[config.mk]
export PLATFORM = sky130hd
export DESIGN_NAME = in_order_frame_completion_ledger_top_flat
export DESIGN_NICKNAME = d
export VERILOG_FILES = /design/src/design/ofcl_pkg.sv /design/src/design/ofcl_if.sv /design/src/design/ofcl_cell.sv /design/src/design/ofcl_chain.sv /design/src/design/in_order_frame_completion_ledger_top.sv /design/src/flat_wrapper.sv
export SDC_FILE = /design/constraint.sdc
export NUM_CORES = 2
export LEC_CHECK = 0
export ABC_AREA = 1
export BUFFER_PORTS_ARGS = -buffer_cell sky130_fd_sc_hd__buf_2
export CAP_MARGIN = 20
export CORE_MARGIN = 3
export CORE_UTILIZATION = 25
export DETAILED_ROUTE_END_ITERATION = 6
export SKIP_CTS_REPAIR_TIMING = 1
export SYNTH_ARGS = -nofsm -noshare
export SYNTH_HDL_FRONTEND = slang
export SYNTH_SLANG_ARGS = --single-unit
[constraint.sdc]
create_clock -name clk -period 8.4 [get_ports clk]
set_input_delay 0.42 -clock clk [delete_from_list [all_inputs] [get_ports clk]]
set_output_delay 0.42 -clock clk [all_outputs]
set_load 0.02 [all_outputs]
[src/design/ofcl_pkg.sv]
`timescale 1ns / 1ps
// ----------------------------------------------------------------------------
// ofcl_pkg: shared types and codes of the frame completion ledger
// Function, wait and status codes plus the history cell record.
// ----------------------------------------------------------------------------
package ofcl_pkg;

  localparam int unsigned SerialW = 32;
  localparam int unsigned FrameW  = 32;
  localparam int unsigned ErrW    = 16;
  localparam int unsigned StatW   = 3;
  localparam int unsigned FuncW   = 3;
  localparam int unsigned CntW    = 5;

  localparam logic [FuncW-1:0] FUNC_ACCEPT  = 3'd0;
  localparam logic [FuncW-1:0] FUNC_PUBLISH = 3'd1;
  localparam logic [FuncW-1:0] FUNC_QUERY   = 3'd2;
  localparam logic [FuncW-1:0] FUNC_STOP    = 3'd3;
  localparam logic [FuncW-1:0] FUNC_FATAL   = 3'd4;

  localparam logic [2:0] WAIT_AVAIL   = 3'd0;
  localparam logic [2:0] WAIT_FATAL   = 3'd1;
  localparam logic [2:0] WAIT_EVICTED = 3'd2;
  localparam logic [2:0] WAIT_STOPPED = 3'd3;
  localparam logic [2:0] WAIT_NOTYET  = 3'd4;

  localparam logic [StatW-1:0] STAT_RECOVERABLE = 3'd4;
  localparam logic [StatW-1:0] STAT_PROTO_FATAL = 3'd5;
  localparam logic [StatW-1:0] STAT_DEVICE_LOST = 3'd6;
  localparam logic [StatW-1:0] STAT_STOPPED     = 3'd7;

  localparam logic [1:0] REG_MAX_PENDING = 2'd0;
  localparam logic [1:0] REG_CAPACITY    = 2'd1;

  typedef struct packed {
    logic [FrameW-1:0] frame;
    logic [StatW-1:0]  status;
    logic [ErrW-1:0]   err;
  } hist_t;

  typedef struct packed {
    logic [SerialW-1:0] serial;
    logic [FrameW-1:0]  frame;
  } pend_t;

endpackage

[src/design/ofcl_if.sv]
`timescale 1ns / 1ps
// ----------------------------------------------------------------------------
// ofcl_in_if / ofcl_out_if: word channels of the ledger
// Valid/ready channels carrying the request and the result word.
// ----------------------------------------------------------------------------
interface ofcl_in_if;
  logic        valid;
  logic        ready;
  logic [2:0]  func;
  logic [31:0] work_serial;
  logic [31:0] frame_id;
  logic [2:0]  frame_status;
  logic [15:0] error_code;
  modport source (output valid, func, work_serial, frame_id, frame_status, error_code,
                  input ready);
  modport sink (input valid, func, work_serial, frame_id, frame_status, error_code,
                output ready);
endinterface

interface ofcl_out_if;
  logic        valid;
  logic        ready;
  logic        accepted;
  logic [2:0]  wait_status;
  logic [2:0]  found_status;
  logic [15:0] found_error_code;
  logic [15:0] fatal_error_code;
  logic        credit_released;
  logic [4:0]  pending_count;
  logic [4:0]  retained_count;
  modport source (output valid, accepted, wait_status, found_status, found_error_code,
                  fatal_error_code, credit_released, pending_count, retained_count,
                  input ready);
  modport sink (input valid, accepted, wait_status, found_status, found_error_code,
                fatal_error_code, credit_released, pending_count, retained_count,
                output ready);
endinterface

[src/design/ofcl_cell.sv]
`timescale 1ns / 1ps
// ----------------------------------------------------------------------------
// ofcl_cell: one slot of a shifting queue
// Holds one entry; shifts toward the head on pop, loads on push.
// ----------------------------------------------------------------------------
module ofcl_cell #(
  parameter int unsigned W = 8
) (
  input  logic         clk,
  input  logic         shift,
  input  logic         load,
  input  logic [W-1:0] load_data,
  input  logic [W-1:0] from_next,
  output logic [W-1:0] data
);
  logic [W-1:0] data_r;
  logic [W-1:0] data_nxt;

  always_comb begin
    data_nxt = data_r;
    if (load) begin
      data_nxt = load_data;
    end else if (shift) begin
      data_nxt = from_next;
    end
  end

  always_ff @(posedge clk) begin
    data_r <= data_nxt;
  end

  assign data = data_r;
endmodule

[src/design/ofcl_chain.sv]
`timescale 1ns / 1ps
// ----------------------------------------------------------------------------
// ofcl_chain: row of queue cells with fill count
// Cell 0 is the oldest entry. A pop shifts every cell toward cell 0, a push
// writes the cell just past the (post-pop) fill. Also rotates for a search.
// ----------------------------------------------------------------------------
module ofcl_chain #(
  parameter int unsigned W     = 8,
  parameter int unsigned DEPTH = 16
) (
  input  logic         clk,
  input  logic         rst_n,
  input  logic         pop,
  input  logic         push,
  input  logic [W-1:0] push_data,
  input  logic         rotate,
  output logic [W-1:0] head,
  output logic [$clog2(DEPTH+1)-1:0] fill
);
  localparam int unsigned FW = $clog2(DEPTH+1);

  logic [FW-1:0] fill_r, fill_nxt, wr_pos;
  logic [W-1:0]  cell_q [DEPTH];

  assign wr_pos = pop ? fill_r - FW'(1) : fill_r;

  always_comb begin
    fill_nxt = fill_r;
    if (pop && !push) begin
      fill_nxt = fill_r - FW'(1);
    end else if (push && !pop) begin
      fill_nxt = fill_r + FW'(1);
    end
  end

  always_ff @(posedge clk) begin
    if (!rst_n) begin
      fill_r <= '0;
    end else begin
      fill_r <= fill_nxt;
    end
  end

  for (genvar g = 0; g < DEPTH; g++) begin : g_cell
    logic [W-1:0] nb;
    logic         ld;
    logic [FW-1:0] pos;
    assign pos = FW'(g);
    if (g == DEPTH-1) begin : g_last
      // The last cell always takes cell 0 on a shift, closing the ring when the row is full.
      assign nb = cell_q[0];
    end else begin : g_mid
      assign nb = (rotate && (pos == fill_r - FW'(1))) ? cell_q[0] : cell_q[g+1];
    end
    assign ld = push && (pos == wr_pos);
    ofcl_cell #(.W(W)) u_cell (
      .clk(clk), .shift(pop || rotate), .load(ld), .load_data(push_data),
      .from_next(nb), .data(cell_q[g])
    );
  end

  assign head = cell_q[0];
  assign fill = fill_r;
endmodule

[src/design/in_order_frame_completion_ledger_top.sv]
`timescale 1ns / 1ps
// ----------------------------------------------------------------------------
// in_order_frame_completion_ledger_top: in-order frame completion ledger
// Tracks pending frames and a bounded outcome history built from cell rows.
// ----------------------------------------------------------------------------
//  Channel   Direction  Carries
//  in_       sink       func, serial, frame id, status, error code word
//  out_      source     one result word per request word
//  cfg_      APB slave  max_pending (0x0), outcome_capacity (0x4)
//
// Accept, stop, fatal and unused requests go from the execute state straight
// to the output state. A matching publish passes through the evict state,
// which pops history entries while the row is at capacity and then pushes
// the new outcome. A query steps the scan counter through HISTORY_DEPTH
// positions, rotating the occupied history cells once around. Reset
// (synchronous rst_n) empties both rows and clears every flag. A stalled out_
// holds the result word; the next request word is taken once it drains.
// ----------------------------------------------------------------------------
module in_order_frame_completion_ledger_top #(
  parameter int unsigned PENDING_DEPTH = 16,
  parameter int unsigned HISTORY_DEPTH = 16
) (
  input  logic        clk,
  input  logic        rst_n,
  ofcl_in_if.sink     in_ch,
  ofcl_out_if.source  out_ch,
  input  logic        cfg_psel,
  input  logic        cfg_penable,
  input  logic        cfg_pwrite,
  input  logic [2:0]  cfg_paddr,
  input  logic [31:0] cfg_pwdata,
  output logic [31:0] cfg_prdata,
  output logic        cfg_pready
);
  import ofcl_pkg::*;

  localparam int unsigned PFW = $clog2(PENDING_DEPTH+1);
  localparam int unsigned HFW = $clog2(HISTORY_DEPTH+1);
  localparam int unsigned HCW = $clog2(HISTORY_DEPTH+1);

  typedef enum logic [4:0] {
    ST_IDLE  = 5'b00001,
    ST_EXEC  = 5'b00010,
    ST_EVICT = 5'b00100,
    ST_SCAN  = 5'b01000,
    ST_OUT   = 5'b10000
  } state_t;

  state_t state_r, state_nxt;

  // Configuration registers.
  logic [CntW-1:0] max_pend_r, cap_r;
  logic            cfg_wr;
  assign cfg_pready = 1'b1;
  assign cfg_wr = cfg_psel && cfg_penable && cfg_pwrite;
  always_ff @(posedge clk) begin
    if (!rst_n) begin
      max_pend_r <= CntW'(2);
      cap_r      <= CntW'(16);
    end else if (cfg_wr && cfg_paddr[1:0] == 2'b00) begin
      if (cfg_paddr[2] == REG_MAX_PENDING[0]) begin
        max_pend_r <= cfg_pwdata[CntW-1:0];
      end else begin
        cap_r <= cfg_pwdata[CntW-1:0];
      end
    end
  end
  always_comb begin
    cfg_prdata = '0;
    if (cfg_paddr == 3'd0) begin
      cfg_prdata[CntW-1:0] = max_pend_r;
    end else if (cfg_paddr == {REG_CAPACITY[0], 2'b00}) begin
      cfg_prdata[CntW-1:0] = cap_r;
    end
  end

  // Clamped limits, widened so comparisons against fills are exact.
  logic [8:0] pend_lim, cap_lim;
  always_comb begin
    pend_lim = (max_pend_r == '0) ? 9'd1 : 9'(max_pend_r);
    if (pend_lim > 9'(PENDING_DEPTH)) pend_lim = 9'(PENDING_DEPTH);
    cap_lim = (cap_r == '0) ? 9'd1 : 9'(cap_r);
    if (cap_lim > 9'(HISTORY_DEPTH)) cap_lim = 9'(HISTORY_DEPTH);
  end

  // Captured request word.
  logic [FuncW-1:0]   func_r;
  logic [SerialW-1:0] serial_r;
  logic [FrameW-1:0]  frame_r;
  logic [StatW-1:0]   stat_r;
  logic [ErrW-1:0]    err_r;

  // Ledger state.
  logic              ls_v_r, lf_v_r, lc_v_r, le_v_r;
  logic [31:0]       ls_r, lf_r, lc_r, le_r;
  logic              stop_r, fatal_r;
  logic [ErrW-1:0]   fcode_r;

  // Rows.
  logic       p_pop, p_push, h_pop, h_push, h_rot;
  pend_t      p_head;
  hist_t      h_head, h_new;
  logic [PFW-1:0] p_fill;
  logic [HFW-1:0] h_fill;

  ofcl_chain #(.W($bits(pend_t)), .DEPTH(PENDING_DEPTH)) u_pend (
    .clk(clk), .rst_n(rst_n), .pop(p_pop), .push(p_push),
    .push_data({serial_r, frame_r}), .rotate(1'b0), .head(p_head), .fill(p_fill)
  );
  assign h_new = '{frame: frame_r, status: stat_r, err: err_r};
  ofcl_chain #(.W($bits(hist_t)), .DEPTH(HISTORY_DEPTH)) u_hist (
    .clk(clk), .rst_n(rst_n), .pop(h_pop), .push(h_push),
    .push_data(h_new), .rotate(h_rot), .head(h_head), .fill(h_fill)
  );

  // Search bookkeeping.
  logic [HCW-1:0] scan_r, scan_nxt;
  logic           hit_r, hit_nxt;
  logic [StatW-1:0] hstat_r, hstat_nxt;
  logic [ErrW-1:0]  herr_r, herr_nxt;

  // Result word register.
  logic            acc_r, acc_nxt;
  logic [2:0]      wait_r, wait_nxt;

  logic acc_ok, pub_ok;
  assign acc_ok = !stop_r && !fatal_r && (9'(p_fill) < pend_lim)
               && !(ls_v_r && serial_r <= ls_r)
               && !(lf_v_r && (frame_r <= lf_r || !lc_v_r || lc_r < lf_r));
  assign pub_ok = (p_fill != '0) && p_head.serial == serial_r && p_head.frame == frame_r;

  logic do_acc, do_pub, evict_now;
  assign evict_now = (state_r == ST_EVICT) && (9'(h_fill) >= cap_lim);

  always_comb begin
    state_nxt = state_r;
    acc_nxt = acc_r;
    wait_nxt = wait_r;
    scan_nxt = scan_r;
    hit_nxt = hit_r;
    hstat_nxt = hstat_r;
    herr_nxt = herr_r;
    do_acc = 1'b0;
    do_pub = 1'b0;
    p_push = 1'b0;
    p_pop = 1'b0;
    h_push = 1'b0;
    h_pop = 1'b0;
    h_rot = 1'b0;
    unique case (state_r)
      ST_IDLE: begin
        if (in_ch.valid) begin
          state_nxt = ST_EXEC;
        end
      end
      ST_EXEC: begin
        acc_nxt = 1'b0;
        wait_nxt = WAIT_AVAIL;
        hit_nxt = 1'b0;
        hstat_nxt = '0;
        herr_nxt = '0;
        scan_nxt = '0;
        state_nxt = ST_OUT;
        if (func_r == FUNC_ACCEPT) begin
          do_acc = acc_ok;
          p_push = acc_ok;
          acc_nxt = acc_ok;
        end else if (func_r == FUNC_PUBLISH) begin
          do_pub = pub_ok;
          p_pop = pub_ok;
          acc_nxt = pub_ok;
          if (pub_ok) state_nxt = ST_EVICT;
        end else if (func_r == FUNC_QUERY) begin
          state_nxt = ST_SCAN;
        end
      end
      ST_EVICT: begin
        if (evict_now) begin
          h_pop = 1'b1;
        end else begin
          h_push = 1'b1;
          state_nxt = ST_OUT;
        end
      end
      ST_SCAN: begin
        if (scan_r == HCW'(HISTORY_DEPTH)) begin
          state_nxt = ST_OUT;
          if (!hit_r) begin
            if (fatal_r) wait_nxt = WAIT_FATAL;
            else if (le_v_r && le_r >= frame_r) wait_nxt = WAIT_EVICTED;
            else if (stop_r) wait_nxt = WAIT_STOPPED;
            else wait_nxt = WAIT_NOTYET;
          end
        end else begin
          scan_nxt = scan_r + HCW'(1);
          // Rotate once per occupied cell so the row ends where it began.
          h_rot = (HFW'(scan_r) < h_fill);
          if (!hit_r && (HFW'(scan_r) < h_fill) && h_head.frame == frame_r) begin
            hit_nxt = 1'b1;
            hstat_nxt = h_head.status;
            herr_nxt = h_head.err;
          end
        end
      end
      ST_OUT: begin
        if (out_ch.ready) state_nxt = ST_IDLE;
      end
      default: state_nxt = ST_IDLE;
    endcase
  end

  // The history row only rotates while its occupied cells form the lap,
  // so rotating through empty cells is masked by the fill check above.
  assign in_ch.ready = (state_r == ST_IDLE);

  always_ff @(posedge clk) begin
    if (in_ch.valid && in_ch.ready) begin
      func_r   <= in_ch.func;
      serial_r <= in_ch.work_serial;
      frame_r  <= in_ch.frame_id;
      stat_r   <= in_ch.frame_status;
      err_r    <= in_ch.error_code;
    end
    acc_r   <= acc_nxt;
    wait_r  <= wait_nxt;
    hstat_r <= hstat_nxt;
    herr_r  <= herr_nxt;
  end

  always_ff @(posedge clk) begin
    if (!rst_n) begin
      state_r <= ST_IDLE;
      scan_r <= '0;
      hit_r <= 1'b0;
      ls_v_r <= 1'b0; lf_v_r <= 1'b0; lc_v_r <= 1'b0; le_v_r <= 1'b0;
      ls_r <= '0; lf_r <= '0; lc_r <= '0; le_r <= '0;
      stop_r <= 1'b0; fatal_r <= 1'b0; fcode_r <= '0;
    end else begin
      state_r <= state_nxt;
      scan_r <= scan_nxt;
      hit_r <= hit_nxt;
      if (do_acc) begin
        ls_v_r <= 1'b1; ls_r <= serial_r;
        lf_v_r <= 1'b1; lf_r <= frame_r;
      end
      if (do_pub) begin
        if (stat_r <= STAT_RECOVERABLE) begin
          lc_v_r <= 1'b1; lc_r <= frame_r;
        end
        if (stat_r == STAT_PROTO_FATAL || stat_r == STAT_DEVICE_LOST) begin
          fatal_r <= 1'b1; fcode_r <= err_r;
        end else if (stat_r == STAT_STOPPED) begin
          stop_r <= 1'b1;
        end
      end
      if (h_pop) begin
        le_v_r <= 1'b1; le_r <= h_head.frame;
      end
      if (state_r == ST_EXEC && func_r == FUNC_STOP) stop_r <= 1'b1;
      if (state_r == ST_EXEC && func_r == FUNC_FATAL) begin
        fatal_r <= 1'b1; fcode_r <= err_r;
      end
    end
  end

  assign out_ch.valid            = (state_r == ST_OUT);
  assign out_ch.accepted         = acc_r;
  assign out_ch.wait_status      = wait_r;
  assign out_ch.found_status     = hstat_r;
  assign out_ch.found_error_code = herr_r;
  assign out_ch.fatal_error_code = fcode_r;
  assign out_ch.credit_released  = lc_v_r && (lc_r >= frame_r);
  assign out_ch.pending_count    = CntW'(p_fill);
  assign out_ch.retained_count   = CntW'(h_fill);

  a_one_hot: assert property (@(posedge clk) disable iff (!rst_n) $onehot(state_r))
    else $error("state register lost one-hot coding");
  a_fill_cap: assert property (@(posedge clk) disable iff (!rst_n)
      9'(p_fill) <= 9'(PENDING_DEPTH))
    else $error("pending fill overran the row");
  a_push_room: assert property (@(posedge clk) disable iff (!rst_n)
      p_push |-> 9'(p_fill) < 9'(PENDING_DEPTH))
    else $error("pending push into full row");
  a_out_after: assert property (@(posedge clk) disable iff (!rst_n)
      (state_r == ST_OUT && !out_ch.ready) |=> state_r == ST_OUT)
    else $error("result word dropped under stall");
endmodule
[src/flat_wrapper.sv]
// flat-port wrapper written by rule: the top's interface ports become plain ports
module in_order_frame_completion_ledger_top_flat import ofcl_pkg::*;
#(
  parameter int unsigned PENDING_DEPTH = 16,
  parameter int unsigned HISTORY_DEPTH = 16
)
  (clk, rst_n, cfg_psel, cfg_penable, cfg_pwrite, cfg_paddr, cfg_pwdata, cfg_prdata, cfg_pready, in_ch_valid, in_ch_func, in_ch_work_serial, in_ch_frame_id, in_ch_frame_status, in_ch_error_code, in_ch_ready, out_ch_valid, out_ch_accepted, out_ch_wait_status, out_ch_found_status, out_ch_found_error_code, out_ch_fatal_error_code, out_ch_credit_released, out_ch_pending_count, out_ch_retained_count, out_ch_ready);
  ofcl_in_if in_ch_i ();
  ofcl_out_if out_ch_i ();
  input  logic clk;
  input  logic rst_n;
  input  logic cfg_psel;
  input  logic cfg_penable;
  input  logic cfg_pwrite;
  input  logic [2:0] cfg_paddr;
  input  logic [31:0] cfg_pwdata;
  output logic [31:0] cfg_prdata;
  output logic cfg_pready;
  input wire logic [$bits(in_ch_i.valid)-1:0] in_ch_valid;
  input wire logic [$bits(in_ch_i.func)-1:0] in_ch_func;
  input wire logic [$bits(in_ch_i.work_serial)-1:0] in_ch_work_serial;
  input wire logic [$bits(in_ch_i.frame_id)-1:0] in_ch_frame_id;
  input wire logic [$bits(in_ch_i.frame_status)-1:0] in_ch_frame_status;
  input wire logic [$bits(in_ch_i.error_code)-1:0] in_ch_error_code;
  output wire logic [$bits(in_ch_i.ready)-1:0] in_ch_ready;
  output wire logic [$bits(out_ch_i.valid)-1:0] out_ch_valid;
  output wire logic [$bits(out_ch_i.accepted)-1:0] out_ch_accepted;
  output wire logic [$bits(out_ch_i.wait_status)-1:0] out_ch_wait_status;
  output wire logic [$bits(out_ch_i.found_status)-1:0] out_ch_found_status;
  output wire logic [$bits(out_ch_i.found_error_code)-1:0] out_ch_found_error_code;
  output wire logic [$bits(out_ch_i.fatal_error_code)-1:0] out_ch_fatal_error_code;
  output wire logic [$bits(out_ch_i.credit_released)-1:0] out_ch_credit_released;
  output wire logic [$bits(out_ch_i.pending_count)-1:0] out_ch_pending_count;
  output wire logic [$bits(out_ch_i.retained_count)-1:0] out_ch_retained_count;
  input wire logic [$bits(out_ch_i.ready)-1:0] out_ch_ready;
  assign in_ch_i.valid = in_ch_valid;
  assign in_ch_i.func = in_ch_func;
  assign in_ch_i.work_serial = in_ch_work_serial;
  assign in_ch_i.frame_id = in_ch_frame_id;
  assign in_ch_i.frame_status = in_ch_frame_status;
  assign in_ch_i.error_code = in_ch_error_code;
  assign in_ch_ready = in_ch_i.ready;
  assign out_ch_valid = out_ch_i.valid;
  assign out_ch_accepted = out_ch_i.accepted;
  assign out_ch_wait_status = out_ch_i.wait_status;
  assign out_ch_found_status = out_ch_i.found_status;
  assign out_ch_found_error_code = out_ch_i.found_error_code;
  assign out_ch_fatal_error_code = out_ch_i.fatal_error_code;
  assign out_ch_credit_released = out_ch_i.credit_released;
  assign out_ch_pending_count = out_ch_i.pending_count;
  assign out_ch_retained_count = out_ch_i.retained_count;
  assign out_ch_i.ready = out_ch_ready;
  in_order_frame_completion_ledger_top #(.PENDING_DEPTH(PENDING_DEPTH), .HISTORY_DEPTH(HISTORY_DEPTH)) u_core (.clk(clk), .rst_n(rst_n), .in_ch(in_ch_i), .out_ch(out_ch_i), .cfg_psel(cfg_psel), .cfg_penable(cfg_penable), .cfg_pwrite(cfg_pwrite), .cfg_paddr(cfg_paddr), .cfg_pwdata(cfg_pwdata), .cfg_prdata(cfg_prdata), .cfg_pready(cfg_pready));
endmodule
# After elaboration in Yosys (flattened, before gate mapping)
# Cells that the tools add are included.
# classes
n_addsub	5
order_cmp	11
eq_ne	70
n_mux	139
bitwise	1
reduce_logical	142
# ops
cell	count
$mux 51	47
$mux 64	32
$eq 4x5->1 const A	23
$eq 32x32->1	3
$mux 5	19
$mux 16	5
$reduce_bool 2->1	39
$logic_and 1x1->1	70
$ge 32x32->1	2
$le 32x32->1	2
$eq 3x5->1 const A	12
$lt 32x32->1	1
$pmux 16 s2	1
$eq 2x5->1 const A	6
$logic_not 5->1	5
$pmux 5 s5	1
$mux 1	21
$mux 3	7
$gt 9x5->1 const B	2
$mux 9	2
$add 5x1->5 const B	3
$eq 1x5->1 const A	3
$eq 3x3->1 const B	5
$ne 2x2->1 const B	6
other kinds (25)	51
# word_totals
regBits	2129
input_bits	128

# Logic depth before layout (Yosys ltp)
# depth
word_depth	13
ltp_mapped	22
ltp_nobuf	21

# Modules after synthesis
# Synthesis repeated with hierarchy kept, for this count alone.
# unflattened
hier_cells	15942
hier_area_um2	123485.9
# by_module_without_submodules
module	n_inst	cells_per_inst	area_each_um2	seq_area_each_um2
ofcl_cell (u_core.u_pend.g_cell[0].u_cell ...)	16	271	2755.1	1921.8
ofcl_cell (u_core.u_hist.g_cell[0].u_cell ...)	16	217	2299.7	1531.5
in_order_frame_completion_ledger_top	1	2028	16213.0	6676.4
ofcl_chain (u_core.u_pend)	1	3382	14665.3	100.1
ofcl_chain (u_core.u_hist)	1	2724	11730.0	100.1

# Least setup slack after synthesis
# OpenSTA, ideal clock, no wires.
# synth_path
path_type	register -> register
start	register u_core.state_r[2]
end	register u_core.err_r[0], enable pin
setup_ns	0.532
arrival_ns	4.197
t_required_ns	7.868
setup_slack_ns	3.671
path_stages_with_launch	4
n_path_buf	0
synth_period_minus_slack_ns	4.729
cell_sequence	dfxtp_1 nor2_1 nand4_1 nor2_1
# synth_via
elab_chain_len	2
# synth_rtl
element	line	source
from (decl)	in_order_frame_completion_ledger_top.sv:49	state_t state_r, state_nxt;
from (signal assigned)	in_order_frame_completion_ledger_top.sv:239	state_r <= state_nxt;
$eq 5x1->1	in_order_frame_completion_ledger_top.sv:214	assign in_ch.ready = (state_r == ST_IDLE);
$logic_and 1x1->1	in_order_frame_completion_ledger_top.sv:217	if (in_ch.valid && in_ch.ready) begin
to (signal assigned)	in_order_frame_completion_ledger_top.sv:222	err_r <= in_ch.error_code;
to (decl)	in_order_frame_completion_ledger_top.sv:91	logic [ErrW-1:0] err_r;
# Every way passes these cells.
# A chain may end at the register's enable or synchronous reset.

# Worst setup path after layout
# layout_path
start	register u_core.frame_r[23]
end	register u_core.u_pend.g_cell[3].u_cell.data_r[56], enable pin
# layout_via
elab_chain_len	10
word_cells_on_any_way	17
# layout_rtl
element	line	source
from (decl)	in_order_frame_completion_ledger_top.sv:89	logic [FrameW-1:0] frame_r;
from (signal assigned)	in_order_frame_completion_ledger_top.sv:220	frame_r <= in_ch.frame_id;
$le 32x32->1	in_order_frame_completion_ledger_top.sv:129	&& !(lf_v_r && (frame_r <= lf_r || !lc_v_r || lc_r < lf_r));
$logic_or 1x1->1 (2 in a row)	in_order_frame_completion_ledger_top.sv:129	
$logic_and 1x1->1	in_order_frame_completion_ledger_top.sv:129	
$logic_not 1->1	in_order_frame_completion_ledger_top.sv:129	
$logic_and 1x1->1	in_order_frame_completion_ledger_top.sv:129	
$mux 1	in_order_frame_completion_ledger_top.sv:164	if (func_r == FUNC_ACCEPT) begin
$mux 1	in_order_frame_completion_ledger_top.sv:150	unique case (state_r)
$logic_and 1x1->1	ofcl_chain.sv:55	assign ld = push && (pos == wr_pos);
$reduce_bool 2->1 (no source line) *	n/a	
to (signal assigned)	ofcl_cell.sv:29	data_r <= data_nxt;
to (decl)	ofcl_cell.sv:16	logic [W-1:0] data_r;
# Every way passes the cells marked *; elsewhere a longest branch is shown, timed or not.

==> run metrics <==
number of global-route vias before repair=a little under 80000; DRC errors left=0; Num CTS Buffers=207; top cells by area, synth=edfxtp_1 (56%), nand2_1 (18%), nand3_1 (5.2%), o21ai_0 (4.7%), dfxtp_1 (3.4%); clk sink count=2129; clock slew at reported path FFs=70 ps; Pwr Total=about 22 mW; Worst Path Buf+Inv=4; PwrDens=approximately 180 nW/µm²; number of port buffers=157; GR Util met2=0.2592; post-synth top area share=0.5552; Syn Area/Cell=8.870 µm²; Synth warnings=0; vias=between 80000 and 90000; final hold viol count=1; Post-Synth Simple-Gate Area=0.2597; final setup vio count=0; TritonCTS clock tree=built; Slowest cell on crit path=edfxtp_1; worst min path class=in2reg; synth unique cells=just over 50; CTS H-tree lvls=4; asr flop ratio synth=0; initial core utilization=0.2519; Tot GR Track Use=0.1579; clk_lat worst skew=between 800 and 900 ps; layout cells sized above 1=0.06686; most frequent cells in the layout=nand2_1 (4951), edfxtp_1 (1949), nand3_1 (1077), o21ai_0 (982), inv_1 (381); Die ar.=~430000 µm²; DRT Pass-1 Iters=6; antenna viol nets, final=0; Critical Path Fanout Max=65; largest family of logic cells by synthesized area=simple AND/OR/NAND/NOR gates; RePlAce Congestion=a little under 0.9; vias per cell=between 4 and 5; fin nets=roughly 12000; GR Util met3=0.02357; Post-Synthesis Cells=roughly 12000; Post-Synth XOR/XNOR Area=0.003157; maximum resistive drop on vdd=0.1969 mV; clock skew=94.30 ps; Seq/Total Area, Yosys=0.5894; adder-cell share of the synthesized area=0.02172; setup ws final=2320 ps; fmax=0.1645 GHz; failing checks=negative hold slack; first-pass GRT wire length=520.1 mm; post-synthesis mux area share=0; Max Slew Vio Count=0; post-synthesis register bit count=roughly 2100; Max clock buf depth=4; minimum clock period=roughly 6000 ps; initial drt markers=10510; cell family with most CP delay=simple AND/OR/NAND/NOR gates; chip height=approximately 660 µm; total gr overflow=0; Crit path top cell by count=nand2_1; Max-slew headroom=0.2060; pin count of the biggest net entering global routing=232; total I/O pin count=around 210; commonest non-fill, non-tap cell in the layout=nand2_1; Post-synth EDFFs=1949; pre-CTS WS=roughly 2400 ps; met1 Usage GRT=0.2080; total wire length=~360 mm; setup TNS=0 ps; fin crit share=0.7238; Critical Path RT=8940 ps; maxcap violations=0; initial antenna violation count=5; leakage=a little under 50 nW; row count=roughly 240; Detail Placement HPWL=about 200 mm; clk root buf=clkbuf_16; Yosys top cell by area=edfxtp_1; RSZ-0062 raised after global routing=false; area growth from synthesis to layout=12.68%; core area=418400 µm²; Hold Slack=-8.835 ps; CP Cell Sequence=inv_2, nand2_1, nand2_1, inv_1, nand2_1, nor2_1, nand2_1, nor2_1, nand3_1, nor2_1, nand3_1, nand2_2, nand3_1, nor2_4, nand2_2, buf_4, nand2_4, buf_4; chip width=approximately 660 µm; compound-gate portion of the synthesized area=0.06685; GR peak layer=met2; CP Class=reg2reg; Cell Area, Synth=between 100000 and 150000 µm²; CP peak stage delay=roughly 1100 ps; outcome=finished, violations left; Critical Path Source Type=flip-flop; Arr. time, crit path=approximately 6600 ps; crit end category=flip-flop; fillers=~44000; main flop type after synthesis=edfxtp_1; WL per Instance=between 20 and 25 µm; Tightest Pin Transition=~1200 ps
[cells by family (layout without fill, tap and decap cells)]
| kind of cell | Yosys count | after routing |
|---|---|---|
| simple gates | 6730 | 6730 |
| flops | 2129 | 2129 |
| buf+inv | 1439 | 1240 |
| compound gates | 1363 | 1363 |
| fa+ha+maj | 183 | 183 |
| xor+xnor | 38 | 38 |
| other cells | 2 | 31 |
[layout make-up]
class	count	area [µm²]	area share
multi-input combinational	8342	37830	0.3185
clock inverter	103	1032	0.008690
clock buffer	268	5634	0.04743
antenna	3	7.507	0.00006320
tap	5616	7027	0.05916
sequential	2129	62130	0.5231
inverter	414	1556	0.01310
timing repair buffer	455	3566	0.03002
[through the flow]
step | util | std cells | area [µm²]
after global placement | 0.2650 | 16850 | 110900
after CTS | 0.2812 | 17230 | 117700
after detailed placement | 0.2653 | 16850 | 111000
after global routing | 0.2839 | 17330 | 118800
final | 0.2839 | 17330 | 118800
after floorplan | - | 11910 | 105500
[state kept, by name, indices dropped and copies added (netlist names), 5 cells and up]
name                              flops
u_core.ls_r                          32
u_core.max_pend_r                     5
u_core.lc_r                          32
u_core.scan_r                         5
u_core.out_ch.found_error_code       16
u_core.lf_r                          32
u_core.le_r                          32
u_core.u_pend.g_cell.u_cell.data   1024
u_core.u_hist.g_cell.u_cell.data    816
u_core.err_r                         16
u_core.out_ch.fatal_error_code       16
u_core.cap_r                          5
u_core.serial_r                      32
u_core.u_hist.fill                    5
u_core.state_r                        5
u_core.frame_r                       32
u_core.u_pend.fill                    5
[power breakdown]
part	switching (mW)	leakage [nW]	internal (mW)
combinational	0.595	26.7	0.165
clock	4.28	3.25	5.36
sequential	0.117	19.0	11.4
[metal layers]
layer / vias up / share of wire
met3: 728 / 0.087
met5: - / 0
li1: 39080 / -
met1: 41350 / 0.41
met2: 4154 / 0.46
met4: 0 / 0.043
[worst paths after layout]
path                       from                                       to  slack (ps)  cells past startpoint
min reg2reg      u_core.le_r[0]                           u_core.le_r[0]         470                      2
max          u_core.frame_r[23]  u_core.u_pend.g_cell[3].u_cell.data[56]        2320                     18
min                 cfg_penable                          u_core.cap_r[4]          -9                      4
max reg2reg  u_core.frame_r[23]  u_core.u_pend.g_cell[3].u_cell.data[56]        2320                     18
[worst reg2reg max path: cells and delay by family (launching register included)]
| family | cells | cell delay, ps |
|---|---|---|
| flops | 1 | 1130 |
| buf+inv | 4 | 1500 |
| simple gates | 14 | 3080 |
[Yosys cell counts (3+ instances only)]
| master | n |
|---|---|
| ha_1 | 183 |
| a31oi_1 | 7 |
| nand3b_1 | 3 |
| a21oi_1 | 150 |
| xor2_1 | 21 |
| o21a_1 | 6 |
| nor4_1 | 5 |
| o21bai_1 | 3 |
| clkbuf_1 | 628 |
| nor2_2 | 8 |
| edfxtp_1 | 1949 |
| clkinv_1 | 10 |
| inv_2 | 21 |
| nor3_1 | 14 |
| and3_1 | 3 |
| nand2_2 | 3 |
| nor2_1 | 341 |
| buf_4 | 112 |
| nand2_1 | 5004 |
| inv_1 | 383 |
| buf_1 | 31 |
| nand4_1 | 237 |
| o22ai_1 | 16 |
| a221oi_1 | 9 |
| a211oi_1 | 36 |
| o21ai_1 | 139 |
| o21ai_0 | 982 |
| buf_6 | 15 |
| xnor2_1 | 17 |
| nor3b_1 | 4 |
| nand3_1 | 1100 |
| dfxtp_1 | 180 |
| buf_2 | 239 |
| o211ai_1 | 4 |
Note: power is estimated with default switching activity, not from simulation.
